===== src/hdl/tse_pkg.sv =====
// Package: shared types and constants, including the sine polynomial coefficients, for the series evaluator.
package tse_pkg;

	localparam int MAX_COEFFS = 64;
	localparam int IDX_W = 6;
	localparam int CNT_W = 7;
	localparam int COEF_W = 24;
	localparam int ACC_W = 48;

	localparam logic [31:0] TPU_RESET = 32'h0100_0000;
	localparam logic [16:0] SIN_A = 17'd51472;
	localparam logic [16:0] SIN_B = 17'd21024;
	localparam logic [16:0] SIN_C = 17'd2320;
	localparam logic signed [17:0] Q15_ONE = 18'sd32768;

	localparam logic REQ_LOAD = 1'b0;
	localparam logic REQ_EVAL = 1'b1;

	localparam logic [0:0] REG_TPU = 1'd0;
	localparam logic [0:0] REG_NUM = 1'd1;

	typedef struct packed {
		logic req_type;
		logic [5:0] coef_index;
		logic signed [23:0] coef_re;
		logic signed [23:0] coef_im;
		logic signed [31:0] sample_time;
	} in_item_t;

	typedef struct packed {
		logic signed [31:0] value_re;
		logic signed [31:0] value_im;
		logic saturated;
	} out_item_t;

	// control from sequencer to MAC datapath
	typedef struct packed {
		logic clear;
		logic mac_en;
	} mac_ctl_t;

endpackage


===== src/hdl/tse_sine.sv =====
// Sine unit: sequential polynomial evaluation, one multiply per cycle.
module tse_sine (
	input  logic clk,
	input  logic arst_n,
	input  logic start,
	input  logic [31:0] phase,
	output logic done,
	output logic signed [17:0] result
);

	localparam logic [2:0] ST_IDLE = 3'd0;
	localparam logic [2:0] ST_X2 = 3'd1;
	localparam logic [2:0] ST_T1 = 3'd2;
	localparam logic [2:0] ST_T2 = 3'd3;
	localparam logic [2:0] ST_S = 3'd4;
	localparam logic [2:0] ST_DONE = 3'd5;

	logic [2:0] state_q;
	logic [16:0] x_q;
	logic [16:0] t_q;
	logic [16:0] x2_q;
	logic neg_q;
	logic [16:0] mul_a;
	logic [16:0] mul_b;
	logic [33:0] prod;
	logic [14:0] r;

	assign r = phase[29:15];

	// shared multiplier operand select
	always_comb begin
		mul_a = x_q;
		mul_b = t_q;
		case (state_q)
			ST_X2: mul_b = x_q;
			ST_T1: begin
				mul_a = t_q;
				mul_b = tse_pkg::SIN_C;
			end
			ST_T2: mul_a = x2_q;
			default: mul_b = t_q;
		endcase
	end
	assign prod = mul_a * mul_b;

	// sequencer
	always_ff @(posedge clk or negedge arst_n) begin
		if (!arst_n) begin
			state_q <= ST_IDLE;
		end else begin
			case (state_q)
				ST_IDLE: if (start) state_q <= ST_X2;
				ST_X2: state_q <= ST_T1;
				ST_T1: state_q <= ST_T2;
				ST_T2: state_q <= ST_S;
				ST_S: state_q <= ST_DONE;
				ST_DONE: state_q <= ST_IDLE;
				default: state_q <= ST_IDLE;
			endcase
		end
	end

	// datapath: t_q holds x2, then t1, then t2 (x2 kept in a second slot)
	always_ff @(posedge clk) begin
		case (state_q)
			ST_IDLE: if (start) begin
				x_q <= phase[30] ? (17'd32768 - {2'b00, r}) : {2'b00, r};
				neg_q <= phase[31];
			end
			ST_X2: begin
				x2_q <= 17'(prod >> 15);
				t_q <= 17'(prod >> 15);
			end
			ST_T1: t_q <= tse_pkg::SIN_B - 17'(prod >> 15);
			ST_T2: t_q <= tse_pkg::SIN_A - 17'(prod >> 15);
			ST_S: begin
				result <= neg_q ? -$signed({1'b0, 17'(prod >> 15)})
					: $signed({1'b0, 17'(prod >> 15)});
			end
			default: ;
		endcase
	end

	assign done = (state_q == ST_DONE);

	ap_done_after_s: assert property (@(posedge clk) disable iff (!arst_n)
		state_q == ST_S |=> done) else $error("sine done missing");
	ap_range: assert property (@(posedge clk) disable iff (!arst_n)
		done |-> (result <= 18'sd32768 && result >= -18'sd32768))
		else $error("sine out of range");
	ap_start_idle: assert property (@(posedge clk) disable iff (!arst_n)
		start && state_q == ST_IDLE |=> state_q == ST_X2) else $error("sine start lost");

endmodule


===== config.mk =====
export PLATFORM = sky130hd
export DESIGN_NAME = tse_sine
export DESIGN_NICKNAME = d
export VERILOG_FILES = /design/src/hdl/tse_pkg.sv /design/src/hdl/tse_sine.sv
export SDC_FILE = /design/constraint.sdc
export NUM_CORES = 1
export LEC_CHECK = 0
export ABC_AREA = 1
export ABC_CLOCK_PERIOD_IN_PS = 10510
export BUFFER_PORTS_ARGS = -buffer_cell sky130_fd_sc_hd__buf_2
export CAP_MARGIN = 20
export CORE_ASPECT_RATIO = 2
export CORE_MARGIN = 3
export CORE_UTILIZATION = 65
export DETAILED_ROUTE_END_ITERATION = 16
export HOLD_SLACK_MARGIN = 0.05
export PLACE_DENSITY_LB_ADDON = 0.3
export REMOVE_ABC_BUFFERS = 1
export SLEW_MARGIN = 20
export SYNTH_ARGS = -nofsm -noshare
export SYNTH_HDL_FRONTEND = slang
export SYNTH_SLANG_ARGS = --single-unit

===== constraint.sdc =====
create_clock -name clk -period 10.51 [get_ports clk]
set_input_delay 2.102 -clock clk [delete_from_list [all_inputs] [get_ports clk]]
set_output_delay 2.102 -clock clk [all_outputs]
set_load 0.005 [all_outputs]

==> run summary <==
Total track usage: 0.380
CTS clk-pin slew, worst paths: 60 ps
Summed instance area of the synthesized netlist: 13900 um2
Remaining number of nets flagged by the antenna check after routing: 0
Hold-fix buffer count after cts: 0
Clock buffer depth: 2
Inserted Diodes: 0
Setup Total Neg Slack: 0 ps
Pin count of the biggest net entering global routing: 28
Worst-path maximum fanout: 12
Initial antenna violation count: 0
Area of the multi-input gates: 9870 um2
Final number of max-transition violations: 0
Cell area reported after detailed placement: 14400 um2
Cell area after layout: 14700 um2
Number of instances resized during post-cts repair: 0
Top Usage Layer GRT: met2
TritonCTS clock tree: done
Core region area: 21000 um2
Clock period minus worst slack: 9240 ps
Met1 GRT Util: 0.367
Dominant cell type by count on the critical path: nand2_1
CTS root buffer: clkbuf_16
Largest stage delay on the critical path: 740 ps
Setup Skew: 8.27 ps
Setup repair after global routing missed its margin: no
Post-synthesis cell count: 1803
Vias in the first global route: 13100
Hold Path Class: reg2reg
Remaining Overflow, GRT: 0
Measured slew at the worst slew-check pin: 938 ps
Yosys cell types: 46
Final RePlAce weighted congestion: 0.980
Avg Cell Area, Syn: 7.70 um2
Vias post-DR: 12100
Crit path kind: reg2reg
Number of vias per cell after detailed routing: 5.73
Share of final-layout standard cells stronger than drive strength 1: 0.0722
Number of input and output port buffers inserted: 38
Number of search-and-repair iterations in the first detailed-routing pass: 6
Total setup violations reported at the end of the flow: 0
Post-CTS Repair Setup Buffers: 0
Final hold violation count: 0
Synth-to-layout area growth: 6.08%
Num Clock Sinks: 72
Post-synthesis sequential area ratio: 0.155
Fmax achieved: 108 MHz
Die Span Y: 213 um
Area fraction of the dominant cell type after synthesis: 0.319
Count of flip-flops with a built-in enable after synthesis: 69
FILL cells: 1747
Wire length of the first global-routing pass: 65500 um
Wire length after detailed routing: 41500 um
Crit path capture type: flop
CP Data Required Time: 10620 ps
DRC violations left: 0
Rows: 75
Number of levels the H-tree was split into: 3
Yosys warns: 0
Met3 Resource Use GR: 0.0557
Synth async-reset ratio: 0.0417
Arrival time at the worst endpoint: 9340 ps
Leading cell types in the layout, fill and taps excluded: 444 x inv_1, 431 x nand2_1, 221 x nor2_1, 221 x fa_1, 100 x ha_1
Register bit count reported by yosys: 72
1st-iter DRT viols: 788
Clock buffers created by TritonCTS: 9
Most frequent standard cell in the layout excluding fill and tap cells: inv_1
HPWL after DPL: 34700 um
Max-slew headroom: 0.374
Most instantiated flip-flop cell in the synthesis netlist: edfxtp_1
Clk_lat worst skew: 350 ps
Die outline area: 23300 um2
Highest-delay cell along the critical path: o22ai_2
Setup ws final: 1270 ps
Storage cell area: 2150 um2
Post-DR wirelength/cell: 19.7 um
Most area-hungry cell type in the Yosys netlist: fa_1
Number of max-capacitance violations reported: 0
Post-Place Worst Slack: 1420 ps
Status: completed
Starting utilization of the core area: 0.661
Boundary pin count: 54
Critical path launch point type: flop
Fin nets: 2193
Final-layout worst hold slack: 681 ps
Largest cells by area after synthesis: fa_1 32%, edfxtp_1 15%, inv_1 12%
DIE WIDTH: 109 um
Grt met2 use: 0.673
Share of the cycle needed by the critical path after routing: 0.879
[layout make-up]
cell class                      instances  share of cell area
Clock buffer                            9              0.0153
Clock inverter                          7             0.00543
Inverter                              460               0.117
Multi-Input combinational cell       1235               0.670
Sequential cell                        72               0.146
Tap cell                              269              0.0228
Timing Repair Buffer                   59              0.0236
[cell usage after synthesis (all sizes together) (4+ instances only)]
| master | n |
|---|---|
| nand4 | 10 |
| nand3 | 57 |
| edfxtp | 69 |
| clkbuf | 25 |
| o22ai | 11 |
| a21oi | 30 |
| nor3 | 16 |
| xor2 | 25 |
| o21ai | 26 |
| clkinv | 8 |
| nor4 | 4 |
| fa | 221 |
| nand2 | 451 |
| nor2 | 234 |
| inv | 452 |
| ha | 100 |
| o21a | 15 |
| a22oi | 7 |
| buf | 11 |
| xnor2 | 12 |
[per-stage QoR]
step,utilization,cells
after floorplan,-,1767
after global placement,0.686,2095
after detailed placement,0.686,2095
after CTS,0.701,2111
after global routing,0.701,2111
final,0.701,2111
[final timing paths]
kind	from	to	slack, ps	cells past startpoint
setup reg to reg	state_q[2]	t_q[16]	1270	35
hold / removal	state_q[1]	state_q[2]	680	3
min in group asynchronous	arst_n	state_q[2]	1550	1
setup / recovery	state_q[2]	t_q[16]	1270	35
max in group asynchronous	arst_n	state_q[0]	8860	1
hold reg to reg	state_q[1]	state_q[2]	680	3
[registers in the layout, indices dropped and copies added, names as in the netlist]
| name | count |
|---|---|
| x2_q | 17 |
| x_q | 16 |
| t_q | 17 |
| state_q | 3 |
| result | 18 |
| neg_q | 1 |
[critical path, delay by kind of cell, from the launching register on]
| family | cells | cell delay [ps] |
|---|---|---|
| AOI/OAI and AO/OA | 3 | 1130 |
| buffers and inverters | 8 | 1080 |
| adders and majority gates | 8 | 3460 |
| DFF | 1 | 430 |
| xor gates and xnor gates | 1 | 390 |
| and+or+nand+nor | 15 | 2470 |
[per-layer routing]
layer / vias up / routed length (um)
met4: 0 / 4590
met5: - / 0
met3: 273 / 2650
met1: 5788 / 12200
met2: 636 / 22100
li1: 5407 / -
[logic make-up (layout without fill, tap and decap cells)]
family / after synthesis / in the layout / synth area share
AO/OA/AOI/OAI: 98 / 98 / 0.0455
adder cells (fa/ha/maj): 321 / 321 / 0.409
AND/OR/NAND/NOR: 779 / 779 / 0.232
XOR/XNOR: 37 / 37 / 0.0244
buffers and inverters: 496 / 535 / 0.135
flip-flops: 72 / 72 / 0.155
Power is left out: the tool's default activity adds up to more than one toggle a clock period on the data nets, which glitch-free logic cannot reach.
