<file path="config.mk">
export PLATFORM = sky130hd
export DESIGN_NAME = tse_mac
export DESIGN_NICKNAME = d
export VERILOG_FILES = /design/src/hdl/tse_pkg.sv /design/src/hdl/tse_mac.sv
export SDC_FILE = /design/constraint.sdc
export NUM_CORES = 2
export LEC_CHECK = 0
export ABC_AREA = 1
export BUFFER_PORTS_ARGS = -buffer_cell sky130_fd_sc_hd__buf_2
export CAP_MARGIN = 40
export CORE_MARGIN = 5
export CORE_UTILIZATION = 60
export DETAILED_ROUTE_END_ITERATION = 8
export PLACE_DENSITY_LB_ADDON = 0.2
export RECOVER_POWER = 50
export SLEW_MARGIN = 20
export SYNTH_ARGS = -nofsm -noshare
export SYNTH_HDL_FRONTEND = slang
export SYNTH_SLANG_ARGS = --single-unit
</file>
<file path="constraint.sdc">
create_clock -name clk -period 5 [get_ports clk]
set_input_delay 0.5 -clock clk [delete_from_list [all_inputs] [get_ports clk]]
set_output_delay 0.5 -clock clk [all_outputs]
set_load 0.02 [all_outputs]
</file>
<file path="src/hdl/tse_pkg.sv">
// Package: shared types and constants, including the sine polynomial coefficients, for the series evaluator.
package tse_pkg;

	localparam int MAX_COEFFS = 64;
	localparam int IDX_W = 6;
	localparam int CNT_W = 7;
	localparam int COEF_W = 24;
	localparam int ACC_W = 48;

	localparam logic [31:0] TPU_RESET = 32'h0100_0000;
	localparam logic [16:0] SIN_A = 17'd51472;
	localparam logic [16:0] SIN_B = 17'd21024;
	localparam logic [16:0] SIN_C = 17'd2320;
	localparam logic signed [17:0] Q15_ONE = 18'sd32768;

	localparam logic REQ_LOAD = 1'b0;
	localparam logic REQ_EVAL = 1'b1;

	localparam logic [0:0] REG_TPU = 1'd0;
	localparam logic [0:0] REG_NUM = 1'd1;

	typedef struct packed {
		logic req_type;
		logic [5:0] coef_index;
		logic signed [23:0] coef_re;
		logic signed [23:0] coef_im;
		logic signed [31:0] sample_time;
	} in_item_t;

	typedef struct packed {
		logic signed [31:0] value_re;
		logic signed [31:0] value_im;
		logic saturated;
	} out_item_t;

	// control from sequencer to MAC datapath
	typedef struct packed {
		logic clear;
		logic mac_en;
	} mac_ctl_t;

endpackage

</file>
<file path="src/hdl/tse_mac.sv">
// Complex-by-real accumulator with final floor shift and saturation.
module tse_mac (
	input  logic clk,
	input  logic arst_n,
	input  tse_pkg::mac_ctl_t ctl,
	input  logic signed [23:0] coef_re,
	input  logic signed [23:0] coef_im,
	input  logic signed [17:0] basis,
	output tse_pkg::out_item_t result
);

	logic signed [tse_pkg::ACC_W-1:0] sum_re_q;
	logic signed [tse_pkg::ACC_W-1:0] sum_im_q;
	logic signed [41:0] p_re;
	logic signed [41:0] p_im;
	logic signed [32:0] sh_re;
	logic signed [32:0] sh_im;
	logic sat_re;
	logic sat_im;

	function automatic logic signed [tse_pkg::ACC_W-1:0] ACC_EXT(input logic signed [41:0] v);
		return tse_pkg::ACC_W'(v);
	endfunction

	assign p_re = coef_re * basis;
	assign p_im = coef_im * basis;

	// accumulate
	always_ff @(posedge clk or negedge arst_n) begin
		if (!arst_n) begin
			sum_re_q <= '0;
			sum_im_q <= '0;
		end else if (ctl.clear) begin
			sum_re_q <= '0;
			sum_im_q <= '0;
		end else if (ctl.mac_en) begin
			sum_re_q <= sum_re_q + ACC_EXT(p_re);
			sum_im_q <= sum_im_q + ACC_EXT(p_im);
		end
	end

	// floor shift (arithmetic) and clip
	assign sh_re = 33'(sum_re_q >>> 15);
	assign sh_im = 33'(sum_im_q >>> 15);
	assign sat_re = (sum_re_q >>> 15) > 48'sh7FFF_FFFF || (sum_re_q >>> 15) < -48'sh8000_0000;
	assign sat_im = (sum_im_q >>> 15) > 48'sh7FFF_FFFF || (sum_im_q >>> 15) < -48'sh8000_0000;

	always_comb begin
		result.value_re = sat_re ? (sum_re_q[47] ? 32'sh8000_0000 : 32'sh7FFF_FFFF)
			: sh_re[31:0];
		result.value_im = sat_im ? (sum_im_q[47] ? 32'sh8000_0000 : 32'sh7FFF_FFFF)
			: sh_im[31:0];
		result.saturated = sat_re | sat_im;
	end

	ap_clear: assert property (@(posedge clk) disable iff (!arst_n)
		ctl.clear |=> sum_re_q == 0 && sum_im_q == 0) else $error("clear failed");
	ap_excl: assert property (@(posedge clk) disable iff (!arst_n)
		!(ctl.clear && ctl.mac_en)) else $error("clear with mac");
	ap_nosat: assert property (@(posedge clk) disable iff (!arst_n)
		!result.saturated |-> 33'(result.value_re) == sh_re) else $error("clip");

endmodule

</file>
==> metrics.md <==
| Metric | Value |
|---|---|
| Fillers | `5085` |
| Fmax | `173 MHz` |
| Worst Path Arrival | `6.07 ns` |
| Met2 GRT Util | `0.528` |
| Vias in the first global route | `39164` |
| CP required | `5.28 ns` |
| Hpwl dp | `between 100 and 150 mm` |
| Synthesized area per cell | `7.43 um2` |
| Period utilisation layout | `1.16` |
| Worst Tran Pin Value | `~2.5 ns` |
| Final Util | `0.768` |
| Reg2reg start | `sum_re_q[23]` |
| Chip width | `between 200 and 300 um` |
| Status | `finished, violations left` |
| Initial antenna violation count | `1` |
| Setup ws final | `-0.791 ns` |
| Largest net degree at the start of global routing | `53` |
| Met3 Use GR | `0.0870` |
| Place WS | `-1.38 ns` |
| Cell Area, Placed | `50400 um2` |
| Synth async-reset ratio | `1.00` |
| CTS tree | `built` |
| Clk_lat worst skew | `slightly below 0.4 ns` |
| Ratio of cells with drive above 1 in the final layout | `0.254` |
| FF+latch count, synth | `96` |
| R2R cell count | `21` |
| Clk sink count | `between 90 and 100` |
| Worst hold stages | `2` |
| Min-delay src | `sum_re_q[29]` |
| Clock buffer depth | `2` |
| Top_reg_cell synth | `dfrtp_1` |
| Number of I/O pins | `135` |
| 1st-iter DRT viols | `3604` |
| Vias | `between 30000 and 40000` |
| Reg2Reg Setup Slack | `0.44 ns` |
| WL/cell | `18.9 um` |
| Commonest non-fill, non-tap cells in the layout | `inv_1, nand2_1, fa_1, buf_4, nand2_2` |
| Starting Density | `0.605` |
| Reg-to-Reg End | `sum_re_q[45]` |
| Slew margin rel. | `-0.682` |
| TritonCTS Buffers | `9` |
| CP endpoint kind | `flip-flop` |
| Port Buffers | `134` |
| Distinct cells, synth | `33` |
| Clock transition at the registers of the reported paths | `0.09 ns` |
| DIE HEIGHT | `around 280 um` |
| Number of flops mapped to enable cells by yosys | `0` |
| Seq/Total Area, Yosys | `0.0557` |
| Worst clock skew | `0.0148 ns` |
| GRT busiest layer | `met2` |
| Final setup violating endpoints | `81` |
| Drt first pass iters | `6` |
| Hold Crit Class | `reg2reg` |
| RSZ-0062 raised after global routing | `yes` |
| ANT cells | `0` |
| Rows | `98` |
| Hold Path Sink | `sum_re_q[29]` |
| Fin crit period | `5.79 ns` |
| First-pass GRT wire length | `216 mm` |
| Layout Nets | `~7600` |
| DRT Wirelength | `137 mm` |
| Core area | `71400 um2` |
| Number of max-cap violations | `2` |
| Layout area overhead | `26.9%` |
| Gr usage total | `0.353` |
| Slew Limit Fails | `90` |
| Vias/cell | `~5.2` |
| Kind of critical path | `in2reg` |
| Clock Tree Root | `clkbuf_16` |
| Synth Cell Area | `43100 um2` |
| DRC | `0` |
| CP max FO | `8` |
| Fin. Hold Viols | `0` |
| Startpoint types | `input pin` |
| Hold_buf cts | `0` |
| Syn Inst Count | `5807` |
| Setup_tns | `-50.92 ns` |
| Most common cell after layout, fill and taps aside | `inv_1` |
| Post-route cell area | `roughly 55000 um2` |
| GP Congestion | `0.965` |
| Grt total ovfl | `0` |
| Failing checks | `capacitance limit, slew limit, setup timing` |
| Total die area | `around 77000 um2` |
| Routed Antenna Nets | `0` |
| Syn_nets | `7139` |
| Grt met1 use | `0.522` |
| Ys Warns | `0` |
| Htree depth | `3` |
## final cells by class
cell class	instances	area, um2	share of cell area
flip-flops and latches	96	2400	0.0439
repair buffers	707	6370	0.116
clock inverters	6	45.0	0.000822
inverters	1891	7120	0.130
multi-input cells	3602	37400	0.683
well taps	950	1190	0.0217
clock buffers	10	229	0.00418
## worst max path at each step
stage / slack, ns / end / cells past startpoint / startpoint
5_1_grt: -0.97 / sum_im_q[47] / 27 / basis[0]
4_1_cts: -0.71 / sum_im_q[42] / 25 / basis[3]
3_5_place_dp: -1.38 / sum_re_q[43] / 21 / basis[3]
3_3_place_gp: -1.35 / sum_re_q[43] / 21 / basis[3]
2_1_floorplan: -1.10 / sum_re_q[43] / 23 / coef_re[23]
6_report: -0.79 / sum_im_q[44] / 23 / basis[0]
## synth_stat cells, drive strengths merged, types with 5 or more instances
library cell,count,area (um2)
a21boi,6,45.0
a21o,5,37.5
a21oi,126,631
a22o,6,52.6
buf,51,194
clkbuf,167,627
dfrtp,96,2400
fa,988,19800
ha,274,3430
inv,1891,7100
nand2,1700,6410
nand3,104,541
nand3b,6,45.0
nand4,24,150
nor2,236,958
nor3,24,165
o21ai,67,339
o22ai,22,138
## through the flow
step	instances	hold slack, ns
after floorplan	5807	0.204
after global placement	7139	0.455
after detailed placement	7142	0.460
after CTS	7231	0.115
after global routing	7262	0.505
final	7262	0.489
## kinds of logic (layout without fill, tap and decap cells)
| family | Yosys count | after routing | share of synthesized area |
|---|---|---|---|
| adder cells (fa/ha/maj) | 1262 | 1262 | 0.538 |
| buffers and inverters | 2109 | 2614 | 0.184 |
| AO/OA/AOI/OAI | 236 | 236 | 0.0295 |
| flip-flops | 96 | 96 | 0.0557 |
| XOR/XNOR | 4 | 4 | 0.000812 |
| AND/OR/NAND/NOR | 2100 | 2100 | 0.193 |
## metal layers
| layer | up-vias | wire (um) |
|---|---|---|
| met4 | 2 | 4380 |
| met5 | - | 67 |
| li1 | 17139 | - |
| met2 | 1969 | 60600 |
| met1 | 18706 | 56200 |
| met3 | 305 | 15900 |
## sequential cells by signal (all words and copies together) (netlist names)
register  cells
sum_im_q     48
sum_re_q     48
## what timing repair did
item | 4_1_cts | 5_1_grt
gates resized for setup | 494 | 302
cloned | 10 | 1
pin swaps | 216 | 244
endpoints found under the hold margin | 0 | 0
endpoints found under the setup margin | 80 | 83
setup buffers | 65 | 32
## critical path, stage by stage
cell and delay, ns:
buf_8 0.07, buf_12 0.15, nand2_4 0.07, fa_1 0.59, inv_2 0.07, fa_2 0.57, clkinvlp_4 0.14, buf_12 0.17
buf_16 0.14, fa_1 0.52, inv_2 0.04, fa_1 0.57, fa_1 0.46, fa_1 0.60, ha_4 0.22, ha_4 0.27
a21o_1 0.19, nor2_1 0.13, nand2_1 0.12, a21oi_1 0.18, nand4_1 0.11, nand3_1 0.10, nand2_1 0.06
Power is left out: the tool's default activity adds up to more than one toggle a clock period on the data nets, which glitch-free logic cannot reach.
